<file path="src/rtl/core/cqir_pkg.sv">
// Shared types and defaults for the collapsing queue with indexed remove.
// No dependencies; compile first.
`default_nettype none

package cqir_pkg;

  localparam int DEPTH_DEF      = 16;
  localparam int DATA_WIDTH_DEF = 32;

  localparam int VALUE_W = 32;
  localparam int POS_W   = 4;
  localparam int OCC_W   = 5;

  typedef enum logic {
    CMD_APPEND = 1'b0,
    CMD_REMOVE = 1'b1
  } cmd_t;

  // per-cell control for the current cycle
  typedef struct packed {
    logic load;   // take the appended word
    logic shift;  // take the neighbor's word (collapse toward head)
  } cell_ctrl_t;

endpackage

`default_nettype wire

</file>
<file path="src/rtl/core/cqir_in_if.sv">
// Request channel: command, value and position with valid/ready.
// Depends on cqir_pkg.
`default_nettype none

interface cqir_in_if;
  logic                                valid;
  logic                                ready;
  logic                                cmd;
  logic signed [cqir_pkg::VALUE_W-1:0] value;
  logic        [cqir_pkg::POS_W-1:0]   position;

  modport source (output valid, cmd, value, position, input ready);
  modport sink   (input valid, cmd, value, position, output ready);
endinterface

`default_nettype wire

</file>
<file path="src/rtl/core/cqir_out_if.sv">
// Response channel: status, removed word and occupancy with valid/ready.
// Depends on cqir_pkg.
`default_nettype none

interface cqir_out_if;
  logic                                valid;
  logic                                ready;
  logic                                ok;
  logic signed [cqir_pkg::VALUE_W-1:0] removed_value;
  logic        [cqir_pkg::OCC_W-1:0]   occupancy;

  modport source (output valid, ok, removed_value, occupancy, input ready);
  modport sink   (input valid, ok, removed_value, occupancy, output ready);
endinterface

`default_nettype wire

</file>
<file path="src/rtl/core/cqir_cell.sv">
// One queue slot: holds a word, loads an appended word or takes its neighbor's.
// Depends on cqir_pkg.
`default_nettype none

module cqir_cell #(
  parameter int DATA_WIDTH = cqir_pkg::DATA_WIDTH_DEF
) (
  input  wire                         clk,
  input  cqir_pkg::cell_ctrl_t        ctrl,
  input  wire [DATA_WIDTH-1:0]        load_data,
  input  wire [DATA_WIDTH-1:0]        next_data,
  output logic [DATA_WIDTH-1:0]       data
);
  import cqir_pkg::*;

  always_ff @(posedge clk) begin
    if (ctrl.shift) begin
      data <= next_data;
    end else if (ctrl.load) begin
      data <= load_data;
    end
  end

endmodule

`default_nettype wire

</file>
<file path="src/rtl/core/collapsing_queue_indexed_remove_top.sv">
// Collapsing queue top: count, per-cell control, result register, cell row.
// Depends on cqir_pkg, cqir_in_if, cqir_out_if, cqir_cell.
// Response valid rises in the cycle after the request transfer.
// Throughput: one item per cycle when rsp drains; remove shifts cells pos..count-2.
// A request is taken whenever the response register is empty or being drained.
// Reset (rst, synchronous): count and response valid clear; slot contents are
// left as they are and are only read after being written.
`default_nettype none

module collapsing_queue_indexed_remove_top #(
  parameter int DEPTH      = cqir_pkg::DEPTH_DEF,
  parameter int DATA_WIDTH = cqir_pkg::DATA_WIDTH_DEF
) (
  input wire         clk,
  input wire         rst,
  cqir_in_if.sink    req,
  cqir_out_if.source rsp
);
  import cqir_pkg::*;

  localparam int IDX_W = (DEPTH > 1) ? $clog2(DEPTH) : 1;
  localparam int CNT_W = $clog2(DEPTH + 1);
  localparam int CMP_W = (CNT_W > POS_W) ? CNT_W + 1 : POS_W + 1;

  logic [CNT_W-1:0]      count;
  logic [CNT_W-1:0]      count_next;
  logic                  out_valid;
  logic                  out_ok;
  logic signed [VALUE_W-1:0] out_removed;
  logic [OCC_W-1:0]      out_occ;

  logic                  take;
  logic                  append_ok;
  logic                  remove_ok;
  logic [CMP_W-1:0]      pos_w;
  logic [CMP_W-1:0]      cnt_w;
  logic [DATA_WIDTH-1:0] store_word;
  logic signed [DATA_WIDTH-1:0] read_word;
  logic signed [VALUE_W-1:0]    removed_next;

  logic [DATA_WIDTH-1:0] cell_data [DEPTH];
  cell_ctrl_t            cell_ctrl [DEPTH];

  assign req.ready = !out_valid || rsp.ready;
  assign take      = req.valid && req.ready;

  assign pos_w = CMP_W'(req.position);
  assign cnt_w = CMP_W'(count);

  assign append_ok = (req.cmd == CMD_APPEND) && (cnt_w < CMP_W'(DEPTH));
  assign remove_ok = (req.cmd == CMD_REMOVE) && (pos_w < cnt_w)
                     && (pos_w < CMP_W'(DEPTH));

  // input is sign-extended to 64 bits, then the low DATA_WIDTH bits are kept
  assign store_word = DATA_WIDTH'(64'(req.value));
  assign read_word  = cell_data[IDX_W'(req.position)];
  assign removed_next = remove_ok ? VALUE_W'(read_word) : '0;

  always_comb begin
    count_next = count;
    if (take && append_ok) begin
      count_next = count + CNT_W'(1);
    end else if (take && remove_ok) begin
      count_next = count - CNT_W'(1);
    end
  end

  always_comb begin
    for (int i = 0; i < DEPTH; i++) begin
      cell_ctrl[i].load  = take && append_ok && (cnt_w == CMP_W'(i));
      // only entries that are present move toward the head
      cell_ctrl[i].shift = take && remove_ok && (CMP_W'(i) >= pos_w)
                           && (CMP_W'(i + 1) < cnt_w);
    end
  end

  genvar g;
  generate
    for (g = 0; g < DEPTH; g++) begin : g_cell
      logic [DATA_WIDTH-1:0] nbr;
      if (g + 1 < DEPTH) begin : g_mid
        assign nbr = cell_data[g + 1];
      end else begin : g_last
        assign nbr = cell_data[g];
      end
      cqir_cell #(
        .DATA_WIDTH(DATA_WIDTH)
      ) u_cell (
        .clk      (clk),
        .ctrl     (cell_ctrl[g]),
        .load_data(store_word),
        .next_data(nbr),
        .data     (cell_data[g])
      );
    end
  endgenerate

  always_ff @(posedge clk) begin
    if (rst) begin
      count     <= '0;
      out_valid <= 1'b0;
    end else begin
      count <= count_next;
      if (take) begin
        out_valid <= 1'b1;
      end else if (rsp.ready) begin
        out_valid <= 1'b0;
      end
    end
  end

  always_ff @(posedge clk) begin
    if (take) begin
      out_ok      <= append_ok || remove_ok;
      out_removed <= removed_next;
      out_occ     <= OCC_W'(count_next);
    end
  end

  assign rsp.valid         = out_valid;
  assign rsp.ok            = out_ok;
  assign rsp.removed_value = out_removed;
  assign rsp.occupancy     = out_occ;

`ifndef SYNTHESIS
  a_count_bound: assert property (@(posedge clk) disable iff (rst)
    CMP_W'(count) <= CMP_W'(DEPTH))
    else $error("count above depth");

  a_append_grows: assert property (@(posedge clk) disable iff (rst)
    (take && append_ok) |=> (count == $past(count) + CNT_W'(1)))
    else $error("append did not grow count");

  a_remove_shrinks: assert property (@(posedge clk) disable iff (rst)
    (take && remove_ok) |=> (count == $past(count) - CNT_W'(1)))
    else $error("remove did not shrink count");

  a_take_gives_rsp: assert property (@(posedge clk) disable iff (rst)
    take |=> out_valid)
    else $error("transfer without response");

  a_fail_zero: assert property (@(posedge clk) disable iff (rst)
    (out_valid && !out_ok) |-> (out_removed == '0))
    else $error("failed item returned data");
`endif

endmodule

`default_nettype wire
</file>
<file path="src/flat_wrapper.sv">
// flat-port wrapper written by rule: the top's interface ports become plain ports
module collapsing_queue_indexed_remove_top_flat import cqir_pkg::*;
#(
  parameter int DEPTH      = cqir_pkg::DEPTH_DEF,
  parameter int DATA_WIDTH = cqir_pkg::DATA_WIDTH_DEF
)
  (clk, rst, req_valid, req_cmd, req_value, req_position, req_ready, rsp_valid, rsp_ok, rsp_removed_value, rsp_occupancy, rsp_ready);
  cqir_in_if req_i ();
  cqir_out_if rsp_i ();
  input wire clk;
  input wire rst;
  input wire logic [$bits(req_i.valid)-1:0] req_valid;
  input wire logic [$bits(req_i.cmd)-1:0] req_cmd;
  input wire logic [$bits(req_i.value)-1:0] req_value;
  input wire logic [$bits(req_i.position)-1:0] req_position;
  output wire logic [$bits(req_i.ready)-1:0] req_ready;
  output wire logic [$bits(rsp_i.valid)-1:0] rsp_valid;
  output wire logic [$bits(rsp_i.ok)-1:0] rsp_ok;
  output wire logic [$bits(rsp_i.removed_value)-1:0] rsp_removed_value;
  output wire logic [$bits(rsp_i.occupancy)-1:0] rsp_occupancy;
  input wire logic [$bits(rsp_i.ready)-1:0] rsp_ready;
  assign req_i.valid = req_valid;
  assign req_i.cmd = req_cmd;
  assign req_i.value = req_value;
  assign req_i.position = req_position;
  assign req_ready = req_i.ready;
  assign rsp_valid = rsp_i.valid;
  assign rsp_ok = rsp_i.ok;
  assign rsp_removed_value = rsp_i.removed_value;
  assign rsp_occupancy = rsp_i.occupancy;
  assign rsp_i.ready = rsp_ready;
  collapsing_queue_indexed_remove_top #(.DEPTH(DEPTH), .DATA_WIDTH(DATA_WIDTH)) u_core (.clk(clk), .rst(rst), .req(req_i), .rsp(rsp_i));
endmodule
</file>
<file path="config.mk">
export PLATFORM = sky130hd
export DESIGN_NAME = collapsing_queue_indexed_remove_top_flat
export DESIGN_NICKNAME = d
export VERILOG_FILES = /design/src/rtl/core/cqir_pkg.sv /design/src/rtl/core/cqir_in_if.sv /design/src/rtl/core/cqir_out_if.sv /design/src/rtl/core/cqir_cell.sv /design/src/rtl/core/collapsing_queue_indexed_remove_top.sv /design/src/flat_wrapper.sv
export SDC_FILE = /design/constraint.sdc
export NUM_CORES = 1
export LEC_CHECK = 0
export BUFFER_PORTS_ARGS = -buffer_cell sky130_fd_sc_hd__buf_2
export CAP_MARGIN = 20
export CORE_MARGIN = 10
export CORE_UTILIZATION = 57
export DETAILED_ROUTE_END_ITERATION = 12
export MAX_ROUTING_LAYER = met4
export PLACE_DENSITY = 0.85
export SYNTH_ARGS = -nofsm -noshare
export SYNTH_HDL_FRONTEND = slang
export SYNTH_SLANG_ARGS = --single-unit
</file>
<file path="constraint.sdc">
create_clock -name clk -period 4.4 [get_ports clk]
set_input_delay 0.22 -clock clk [delete_from_list [all_inputs] [get_ports clk]]
set_output_delay 0.22 -clock clk [all_outputs]
set_load 0.02 [all_outputs]
</file>
==> flow_metrics.py, run 1 <==
metrics = {
    "final_layout": {
        "multi_input_area_um2": 10400,
        "nNetsFinal": 1689,
        "area_delta_synth_final_pct": 11.8,
        "drive_above_1_share_pct": 50.4,
        "layout.cells.non_filler": 2298,
        "nFillCells": 3131,
        "register_area_um2": 16600,
    },
    "power_and_ir_drop": {
        "p_per_area_nw_per_um2": 375,
        "ir_drop_uv": 325,
        "p_leak_nw": 10.1,
    },
    "die": {
        "initial_core_util_pct": 57.7,
        "io_pins": 81,
        "coreArea_um2": 47700,
        "die_area_um2": 57500,
        "die_h_um": 240,
        "rows": 80,
        "die_w_um": 240,
    },
    "global_routing": {
        "grt_usage_pct": 24.7,
        "grt_pass1_wl_mm": 104,
        "grt_start_max_net_pins": 89,
        "grt_overflow": 0,
        "grt_pass1_vias": 16300,
        "antenna_found_initial": 1,
    },
    "timing": {
        "hold_viol": 0,
        "tightestPinTransition_ps": 1090,
        "relSlewSlack_pct": 27.0,
        "skew_ps": 29.9,
        "rsz0062_at_grt": "no",
        "max_freq_mhz": 274,
        "hold_ws_ps": 26.9,
        "tns_ps": 0,
        "fin_crit_sh_pct": 83.0,
        "slew_violations": 0,
        "setup_viol": 0,
        "min_period_ps": 3650,
    },
    "synth": {
        "yosysSeqAreaShare_pct": 60.4,
        "syn-instance-count": 1569,
        "syn_nets": 1618,
        "ys_async_sr_fraction_pct": 0,
        "syn_avg_cell_area_um2": 17.6,
        "ys_seq_elements": 556,
        "synth_edf_count": 550,
        "yosys_warnings": 0,
        "synth_flop_cell": "edfxtp_1",
        "syn-cell-area_um2": 27600,
        "synth_cell_types": 55,
    },
    "clock_network": {
        "clock-sinks": 556,
        "htreeDepth": 2,
        "cts_hold_buf": 29,
        "clkLatencyLatePin_ps": 630,
        "cts_tree": "built",
        "ctsResizeCount": 0,
        "cts_setup_buffers": 0,
        "cts_inserted_buffers": 55,
        "cts_root_buffer": "clkbuf_16",
        "cts_buffer_depth": 3,
        "clkSlewWorstSetupHoldPaths_ps": 60,
    },
    "critical_path": {
        "r2r-end": "u_core.g_cell[9].u_cell.data[14]$_DFFE_PP_",
        "path_max_fanout": 32,
        "rrSetupSlack_ps": 750,
        "setup.worst_path.class": "flip-flop to flip-flop",
        "end_kind": "flip-flop",
        "arrival_ps": 3890,
        "cp-endpoint": "u_core.g_cell[9].u_cell.data[14]$_DFFE_PP_",
        "reg2reg_depth": 8,
        "cp_data_required_time_ps": 4640,
        "timing.rr.start": "u_core.count[2]$_SDFF_PP0_",
        "startpoint_type": "flip-flop",
        "cp-startpoint": "u_core.count[2]$_SDFF_PP0_",
    },
    "route": {
        "ant_nets": 0,
        "dr.pass1.iters": 5,
        "post-route-drc-count": 0,
        "wl_mm": 68.9,
        "avgViaCountPerCell": 6.85,
        "vias": 15700,
        "drtIter0Drc": 1752,
        "wire_per_inst_um": 30.0,
    },
    "placed_design": {
        "io_buffers": 80,
        "hpwl_mm": 39.1,
        "place_congestion": 0.895,
        "placedCellCount": 2169,
    },
    "hold_path": {
        "min_path_type": "input port to flip-flop",
    },
    "status": {
        "outcome": "complete, no violations",
    },
    "flow_run": {
        "drv_cap": 0,
    },
}
## cells in the mapped netlist, types with 2 or more instances
cell	n	area share, %
a211oi_1	65	1.8
a21bo_2	2	0.073
a21oi_1	10	0.18
a22oi_1	3	0.082
a31oi_1	4	0.091
a32oi_1	2	0.064
and2_1	3	0.068
buf_1	8	0.11
buf_2	58	1.1
buf_4	5	0.14
buf_6	12	0.49
clkbuf_1	55	0.75
dfxtp_1	6	0.44
edfxtp_1	550	60
ha_1	8	0.36
inv_1	8	0.11
mux2_1	8	0.33
mux2_2	475	19
mux2i_1	32	1.2
mux4_2	128	10
nand2_1	13	0.18
nand2_2	3	0.068
nand3_1	8	0.15
nand3_2	2	0.073
nor2_1	18	0.25
nor2b_1	33	0.75
nor3_1	6	0.11
o21ai_0	10	0.18
o21ai_2	4	0.13
o41ai_1	2	0.064
or2_2	2	0.045
xnor2_1	3	0.095
## sequential cells by signal (all words and copies together), names as in the netlist
register and cells:
u_core.rsp.valid 1, u_core.g_cell.u_cell.data 512, u_core.rsp.removed_value 32, u_core.count 5, u_core.rsp.ok 1, u_core.rsp.occupancy 5
## worst max-delay path, cell delays in order (launching register included)
cell and delay [ps]:
dfxtp_1 760, inv_1 170, ha_1 340, a21oi_1 250, o21ai_4 150, a21oi_4 310, nand3_2 570, o21ai_4 190
buf_4 510
## area by class of cell
cell class                 count  share of cell area (%)
timing repair buffer         152                    3.98
inverter                       8                  0.0975
clock buffer                  65                    4.59
multi-input combinational    867                    33.8
tap                          615                    2.50
clock inverter                34                    1.01
antenna                        1                 0.00813
sequential                   556                    54.0
## layout by cell type (no fill, tap or decap), types with 3 or more instances in the layout
master | netlist | layout
mux4_2 | 128 | 128
inv_1 | 8 | 8
o21ai_4 | 1 | 12
mux2i_1 | 32 | 32
buf_2 | 58 | 77
bufinv_16 | 0 | 5
nor2_1 | 18 | 16
nor2b_1 | 33 | 33
nor3_1 | 6 | 6
edfxtp_1 | 550 | 550
ha_1 | 8 | 8
nand3_2 | 2 | 5
dlygate4sd3_1 | 0 | 29
o21ai_0 | 10 | 4
a211oi_1 | 65 | 65
xnor2_1 | 3 | 3
clkinv_2 | 0 | 14
nand2_1 | 13 | 11
nand2_2 | 3 | 5
buf_4 | 5 | 29
dfxtp_1 | 6 | 6
a31oi_1 | 4 | 4
a22oi_1 | 3 | 3
a21oi_1 | 10 | 10
mux2_1 | 8 | 8
clkinv_1 | 0 | 11
buf_12 | 0 | 14
nand3_1 | 8 | 5
mux2_2 | 475 | 475
clkbuf_1 | 55 | 10
clkbuf_16 | 0 | 55
## cells by family (layout without fill, tap and decap cells)
kind of cell    count (synthesis)  in the layout  share of synthesized area, %
xor+xnor                        3              3                        0.0954
simple gates                   98             98                          1.98
other cells                     0              1                             0
buf+inv                       146            259                          2.65
compound gates                115            115                          3.17
flops                         556            556                          60.4
mux                           643            643                          31.4
fa+ha+maj                       8              8                         0.363
## metrics by stage
step	area [µm²]	setup WS, ps	power, mW	utilization (%)
floorplan	27600	14.4	6.75	-
global placement	28700	801	7.01	60.1
detailed placement	28800	786	7.04	60.3
CTS	30800	814	11.6	64.5
global route	30800	548	11.9	64.5
finish	30800	750	11.6	64.5
## power by group
| group | switching (mW) | internal (mW) |
|---|---|---|
| registers | 0.0443 | 5.93 |
| logic | 0.545 | 0.437 |
| clock network | 2.02 | 2.58 |
| total | 2.61 | 8.95 |
## worst min path at each step
stage,start,to,slack (ps),depth (start not counted)
final,req_value[14],u_core.g_cell[15].u_cell.data[14]$_DFFE_PP_,30,1
after global routing,req_value[14],u_core.g_cell[15].u_cell.data[14]$_DFFE_PP_,20,1
after CTS,req_value[14],u_core.g_cell[15].u_cell.data[14]$_DFFE_PP_,0.3,1
after detailed placement,rst,u_core.rsp.valid$_SDFFE_PP0P_,520,2
after global placement,u_core.g_cell[9].u_cell.data[10]$_DFFE_PP_,u_core.g_cell[8].u_cell.data[10]$_DFFE_PP_,530,1
after floorplan,req_value[0],u_core.g_cell[15].u_cell.data[0]$_DFFE_PP_,320,0
## layer usage
layer	vias up	global-route usage, %	part of all wire, %
met3	131	4.17	8.1
met5	-	-	0
met2	809	40.2	50
li1	6510	-	-
met4	0	7.53	2.8
met1	8284	31.6	39
(Power assumes the default switching activity.)
==> inputs of run 2 (changes only) <==
==> constraint.sdc (replaced) <==
create_clock -name clk -period 3.2 [get_ports clk]
set_input_delay 0.16 -clock clk [delete_from_list [all_inputs] [get_ports clk]]
set_output_delay 0.16 -clock clk [all_outputs]
set_load 0.02 [all_outputs]
==> run 2 against run 1 <==
Sequential share of layout area down 0.59 points. Final cell count rose by 2.0%. Count of clock-buffer cells in the layout up 15. Via count is 0.71% lower. Sequential cell count did not move. Wire length is 3.0% lower. Global-route usage decreased by 0.65 points. Critical path depth is the same. Worst setup slack got worse by 560 ps. Sequential power is 37% higher. Cell area rose by 1.1%.
==> flow_metrics.py, run 2 (synthesized netlist as in run 1, its figures left out) <==
metrics = {
    "final_layout": {
        "layout_common_cells": "edfxtp_1, mux2_2, mux4_2",
        "area_delta_synth_final_pct": 13.0,
        "final_common_cell": "edfxtp_1",
        "drive_above_1_share_pct": 50.6,
        "largest_register_ffs": 512,
        "regMostFlops": "u_core.g_cell.u_cell.data",
        "nNetsFinal": 1731,
        "layout.cells.non_filler": 2344,
    },
    "route": {
        "ant_nets": 0,
        "wire_per_inst_um": 28.5,
        "vias": 15600,
        "post-route-drc-count": 0,
        "dr.pass1.iters": 5,
        "wl_mm": 66.8,
        "avgViaCountPerCell": 6.67,
        "drtIter0Drc": 1405,
    },
    "power_and_ir_drop": {
        "p_leak_nw": 10.3,
        "p_per_area_nw_per_um2": 514,
        "power_mw": 16.0,
        "ir_drop_uv": 418,
    },
    "critical_path": {
        "worstPathCellList": "inv_1 -> ha_1 -> a21oi_1 -> o21ai_4 -> a21oi_1 -> o21ai_4 -> o21ai_4 -> buf_12",
        "end_kind": "flip-flop",
        "rrSetupSlack_ps": 190,
        "timing.critical_path.buf_inv": 2,
        "startpoint_type": "flip-flop",
        "cpPeakStageDelay_ps": 600,
        "slowest_stage": "a21oi_1",
        "crit_top_cell": "o21ai_4",
        "arrival_ps": 3310,
        "cp_data_required_time_ps": 3500,
        "path_max_fanout": 22,
        "crit_family": "compound AO/OA/AOI/OAI gates",
        "setup.worst_path.class": "flip-flop to flip-flop",
    },
    "hold_path": {
        "min_path_type": "input port to flip-flop",
    },
    "die": {
        "die_w_um": 240,
        "die_area_um2": 57500,
        "initial_core_util_pct": 57.7,
        "coreArea_um2": 47700,
        "die_h_um": 240,
        "io_pins": 81,
        "rows": 80,
    },
    "global_routing": {
        "grt_pass1_vias": 16500,
        "grt_start_max_net_pins": 107,
        "antenna_found_initial": 1,
        "grt_overflow": 0,
        "grt_pass1_wl_mm": 102,
        "grt_usage_pct": 24.1,
    },
    "placed_design": {
        "placedCellCount": 2202,
        "io_buffers": 80,
        "hpwl_mm": 40.7,
        "place_congestion": 0.855,
    },
    "clock_network": {
        "clock-sinks": 556,
        "cts_tree": "built",
        "cts_root_buffer": "clkbuf_16",
        "clkLatencyLatePin_ps": 620,
        "cts_buffer_depth": 3,
        "htreeDepth": 2,
        "clkSlewWorstSetupHoldPaths_ps": 70,
        "cts_inserted_buffers": 58,
        "cts_setup_buffers": 0,
    },
    "timing": {
        "min_period_ps": 3010,
        "relSlewSlack_pct": 26.0,
        "skew_ps": 21.8,
        "slew_violations": 0,
        "rsz0062_at_grt": "no",
        "fin_crit_sh_pct": 94.0,
        "hold_viol": 0,
        "tightestPinTransition_ps": 1110,
        "max_freq_mhz": 332,
        "hold_ws_ps": 237,
        "setup_viol": 0,
    },
    "flow_run": {
        "drv_cap": 0,
    },
    "status": {
        "outcome": "complete, no violations",
    },
}
run 2: changes by cell type in the layout (fill, tap and decap cells not counted):
cell	previous run	this run
clkinv_1	11	13
clkbuf_1	10	21
dlygate4sd3_1	29	35
clkinvlp_4	1	3
bufinv_16	5	3
clkbuf_16	55	59
buf_4	29	63
buf_16	1	0
clkinv_2	14	4
run 2: what timing repair did:
item	4_1_cts	5_1_grt
resized for setup	0	0
hold endpoints to repair	39	0
setup endpoints to repair	0	0
hold buffers	35	0
run 2: stage by stage:
step	TNS, ps	setup WS, ps	utilization, %	instance area [µm²]
CTS	0	201	65.2	31100
detailed placement	0	240	60.8	29000
finish	0	190	65.2	31100
floorplan	-58230	-602	-	27600
global placement	0	289	60.8	29000
global route	0	46.9	65.2	31100
run 2: cell type report:
class,instances,area [µm²]
diodes,1,2.50
clock buffers,80,1560
clock inverters,26,223
fillers,3073,16600
inverters,8,30.0
multi-input cells,867,10400
flip-flops and latches,556,16600
well taps,615,769
repair buffers,191,1510
run 2: layer usage:
| metal | vias to the layer above | routed length (µm) | global-route usage [%] |
|---|---|---|---|
| met4 | 0 | 1720 | 7.36 |
| met3 | 113 | 5540 | 4.43 |
| met5 | - | 0 | - |
| met1 | 8214 | 25500 | 29.7 |
| met2 | 713 | 34100 | 40.0 |
| li1 | 6583 | - | - |
run 2: path summary, 6_finish.rpt:
path,start,end,cells past startpoint
max,u_core.count[1]$_SDFF_PP0_,u_core.g_cell[13].u_cell.data[0]$_DFFE_PP_,8
min,req_valid,u_core.rsp.removed_value[29]$_SDFFCE_PP0P_,2
max reg2reg,u_core.count[1]$_SDFF_PP0_,u_core.g_cell[13].u_cell.data[0]$_DFFE_PP_,8
min reg2reg,u_core.g_cell[13].u_cell.data[30]$_DFFE_PP_,u_core.g_cell[12].u_cell.data[30]$_DFFE_PP_,1
run 2: power breakdown:
| part | internal (mW) | switching [mW] | total, mW |
|---|---|---|---|
| registers | 8.16 | 0.0537 | 8.22 |
| logic | 0.622 | 0.742 | 1.36 |
| clock network | 3.63 | 2.79 | 6.41 |
| total | 12.4 | 3.58 | 16.0 |
==> inputs of run 3 (changes only) <==
--- a/config.mk
+++ b/config.mk
@@ -8,10 +8,11 @@
 export BUFFER_PORTS_ARGS = -buffer_cell sky130_fd_sc_hd__buf_2
 export CAP_MARGIN = 20
 export CORE_MARGIN = 10
-export CORE_UTILIZATION = 57
+export CORE_UTILIZATION = 63
+export CTS_CLUSTER_SIZE = 16
 export DETAILED_ROUTE_END_ITERATION = 12
 export MAX_ROUTING_LAYER = met4
-export PLACE_DENSITY = 0.85
+export PLACE_DENSITY = 0.88
 export SYNTH_ARGS = -nofsm -noshare
 export SYNTH_HDL_FRONTEND = slang
 export SYNTH_SLANG_ARGS = --single-unit
==> constraint.sdc (replaced) <==
create_clock -name clk -period 3.1 [get_ports clk]
set_input_delay 0.155 -clock clk [delete_from_list [all_inputs] [get_ports clk]]
set_output_delay 0.155 -clock clk [all_outputs]
set_load 0.02 [all_outputs]
==> run 3 against run 2 <==
Die area down 8.8%. Global-route usage increased by 2.9 points. Worst setup slack improved by 160 ps. Sequential power rose by 3.2%. Sequential cell count unchanged. Total power rose by 3.2%. Non-clock buffer count is 10 higher. Wire length is 3.4% higher. Hold slack got worse by 160 ps. Critical path type unchanged.
==> flow_metrics.py, run 3 (synthesized netlist as in run 1, its figures left out) <==
metrics = {
    "global_routing": {
        "grt_usage_pct": 26.9,
        "grt_overflow": 0,
        "grt_pass1_wl_mm": 105,
        "grt_pass1_vias": 16900,
        "antenna_found_initial": 2,
        "grt_start_max_net_pins": 56,
    },
    "hold_path": {
        "min_path_type": "input port to flip-flop",
        "min-delay-start": "req_cmd",
    },
    "route": {
        "drtIter0Drc": 1849,
        "top_layer": "met4",
        "wl_met1_mm": 25.5,
        "avgViaCountPerCell": 6.94,
        "ant_nets": 0,
        "wl_met3_mm": 6.39,
        "vias": 16100,
        "post-route-drc-count": 0,
        "met2_wirelength_mm": 35.1,
        "wire_per_inst_um": 29.8,
        "wl_mm": 69.1,
        "dr.pass1.iters": 6,
    },
    "status": {
        "outcome": "complete, no violations",
    },
    "timing": {
        "tightestPinTransition_ps": 894,
        "slew_violations": 0,
        "setup_viol": 0,
        "max_freq_mhz": 363,
        "fin_crit_sh_pct": 88.8,
        "min_period_ps": 2750,
        "hold_ws_ps": 79.5,
        "relSlewSlack_pct": 40.4,
        "rsz0062_at_grt": "no",
        "skew_ps": 21.7,
        "setup_ws_ps": 347,
        "tns_ps": 0,
        "hold_viol": 0,
    },
    "critical_path": {
        "setup.worst_path.class": "flip-flop to flip-flop",
        "arrival_ps": 3010,
        "worstPathCellList": "nand2b_1 -> nor3b_1 -> nand2_1 -> nor3_1 -> a21bo_2 -> buf_4",
        "cpPeakStageDelay_ps": 640,
        "startpoint_type": "flip-flop",
        "slowest_stage": "nor3b_1",
        "cp-startpoint": "u_core.rsp.valid$_SDFFE_PP0P_",
        "end_kind": "flip-flop",
        "path_max_fanout": 18,
        "timing.rr.start": "u_core.rsp.valid$_SDFFE_PP0P_",
        "cp_data_required_time_ps": 3360,
    },
    "power_and_ir_drop": {
        "p_per_area_nw_per_um2": 529,
        "p_leak_nw": 10.4,
        "ir_drop_uv": 535,
    },
    "clock_network": {
        "clkSlewWorstSetupHoldPaths_ps": 60,
        "htreeDepth": 2,
        "cts_inserted_buffers": 55,
        "cts_buffer_depth": 3,
        "clkLatencyLatePin_ps": 620,
        "cts_setup_buffers": 0,
        "cts_tree": "built",
        "cts_root_buffer": "clkbuf_16",
        "clock-sinks": 556,
    },
    "final_layout": {
        "nNetsFinal": 1738,
        "layout.cells.non_filler": 2316,
        "drive_above_1_share_pct": 51.2,
        "final_common_cell": "edfxtp_1",
        "layout_common_cells": "edfxtp_1, mux2_2, mux4_2",
        "nFillCells": 2553,
        "area_delta_synth_final_pct": 13.2,
        "regMostFlops": "u_core.g_cell.u_cell.data",
        "largest_register_ffs": 512,
    },
    "placed_design": {
        "io_buffers": 80,
        "pre_cts_ws_ps": 438,
        "placedCellCount": 2183,
        "place_congestion": 0.864,
        "hpwl_mm": 42.1,
    },
    "die": {
        "die_area_um2": 52500,
        "die_h_um": 229,
        "rows": 76,
        "die_w_um": 229,
        "io_pins": 81,
        "coreArea_um2": 43200,
        "initial_core_util_pct": 63.8,
    },
    "flow_run": {
        "drv_cap": 0,
    },
}
-- run 3: what timing repair did --
item | in CTS | in global routing
hold buffers | 34 | 0
endpoints found under the setup margin | 0 | 0
resized for setup | 0 | 0
endpoints found under the hold margin | 38 | 0
-- run 3: cell type report --
cell class | instances | area (µm²) | area share, %
inverters | 8 | 30.0 | 0.0963
flip-flops and latches | 556 | 16600 | 53.3
repair buffers | 201 | 1640 | 5.27
clock inverters | 29 | 303 | 0.971
multi-input cells | 867 | 10400 | 33.4
well taps | 585 | 732 | 2.35
diodes | 2 | 5.00 | 0.0160
clock buffers | 68 | 1430 | 4.57
-- run 3: through the flow --
stage	cell area (µm²)	util (%)	total power [mW]
after floorplan	27600	-	9.58
after global placement	29100	67.4	9.97
after detailed placement	29100	67.4	10.0
after CTS	31200	72.2	16.6
after global routing	31200	72.2	16.9
final	31200	72.2	16.5
-- run 3: where the power goes --
part	switching (mW)	total, mW	leakage, nW	internal, mW
clock	2.83	6.58	0.831	3.75
sequential	0.0533	8.48	5.04	8.42
combinational	0.797	1.45	4.50	0.655
total	3.68	16.5	10.4	12.8
-- run 3: per-layer routing --
metal,global-route usage [%],vias to the layer above
li1,-,6611
met1,33.5,8365
met2,44.4,938
met3,4.52,165
met4,9.00,0
met5,-,-
-- run 3: path summary, 6_finish.rpt --
| check | end | slack (ps) | cells past startpoint |
|---|---|---|---|
| worst max-delay path | u_core.g_cell[7].u_cell.data[18]$_DFFE_PP_ | 350 | 6 |
| worst min-delay path | u_core.rsp.ok$_DFFE_PP_ | 80 | 2 |
| worst max register to register | u_core.g_cell[7].u_cell.data[18]$_DFFE_PP_ | 350 | 6 |
| worst min register to register | u_core.g_cell[8].u_cell.data[6]$_DFFE_PP_ | 550 | 1 |
-- run 3: critical path, delay by kind of cell, from the launching register on --
family,cells,cell delay [ps]
simple gates,4,1530
buf+inv,1,360
flops,1,310
compound gates,1,200
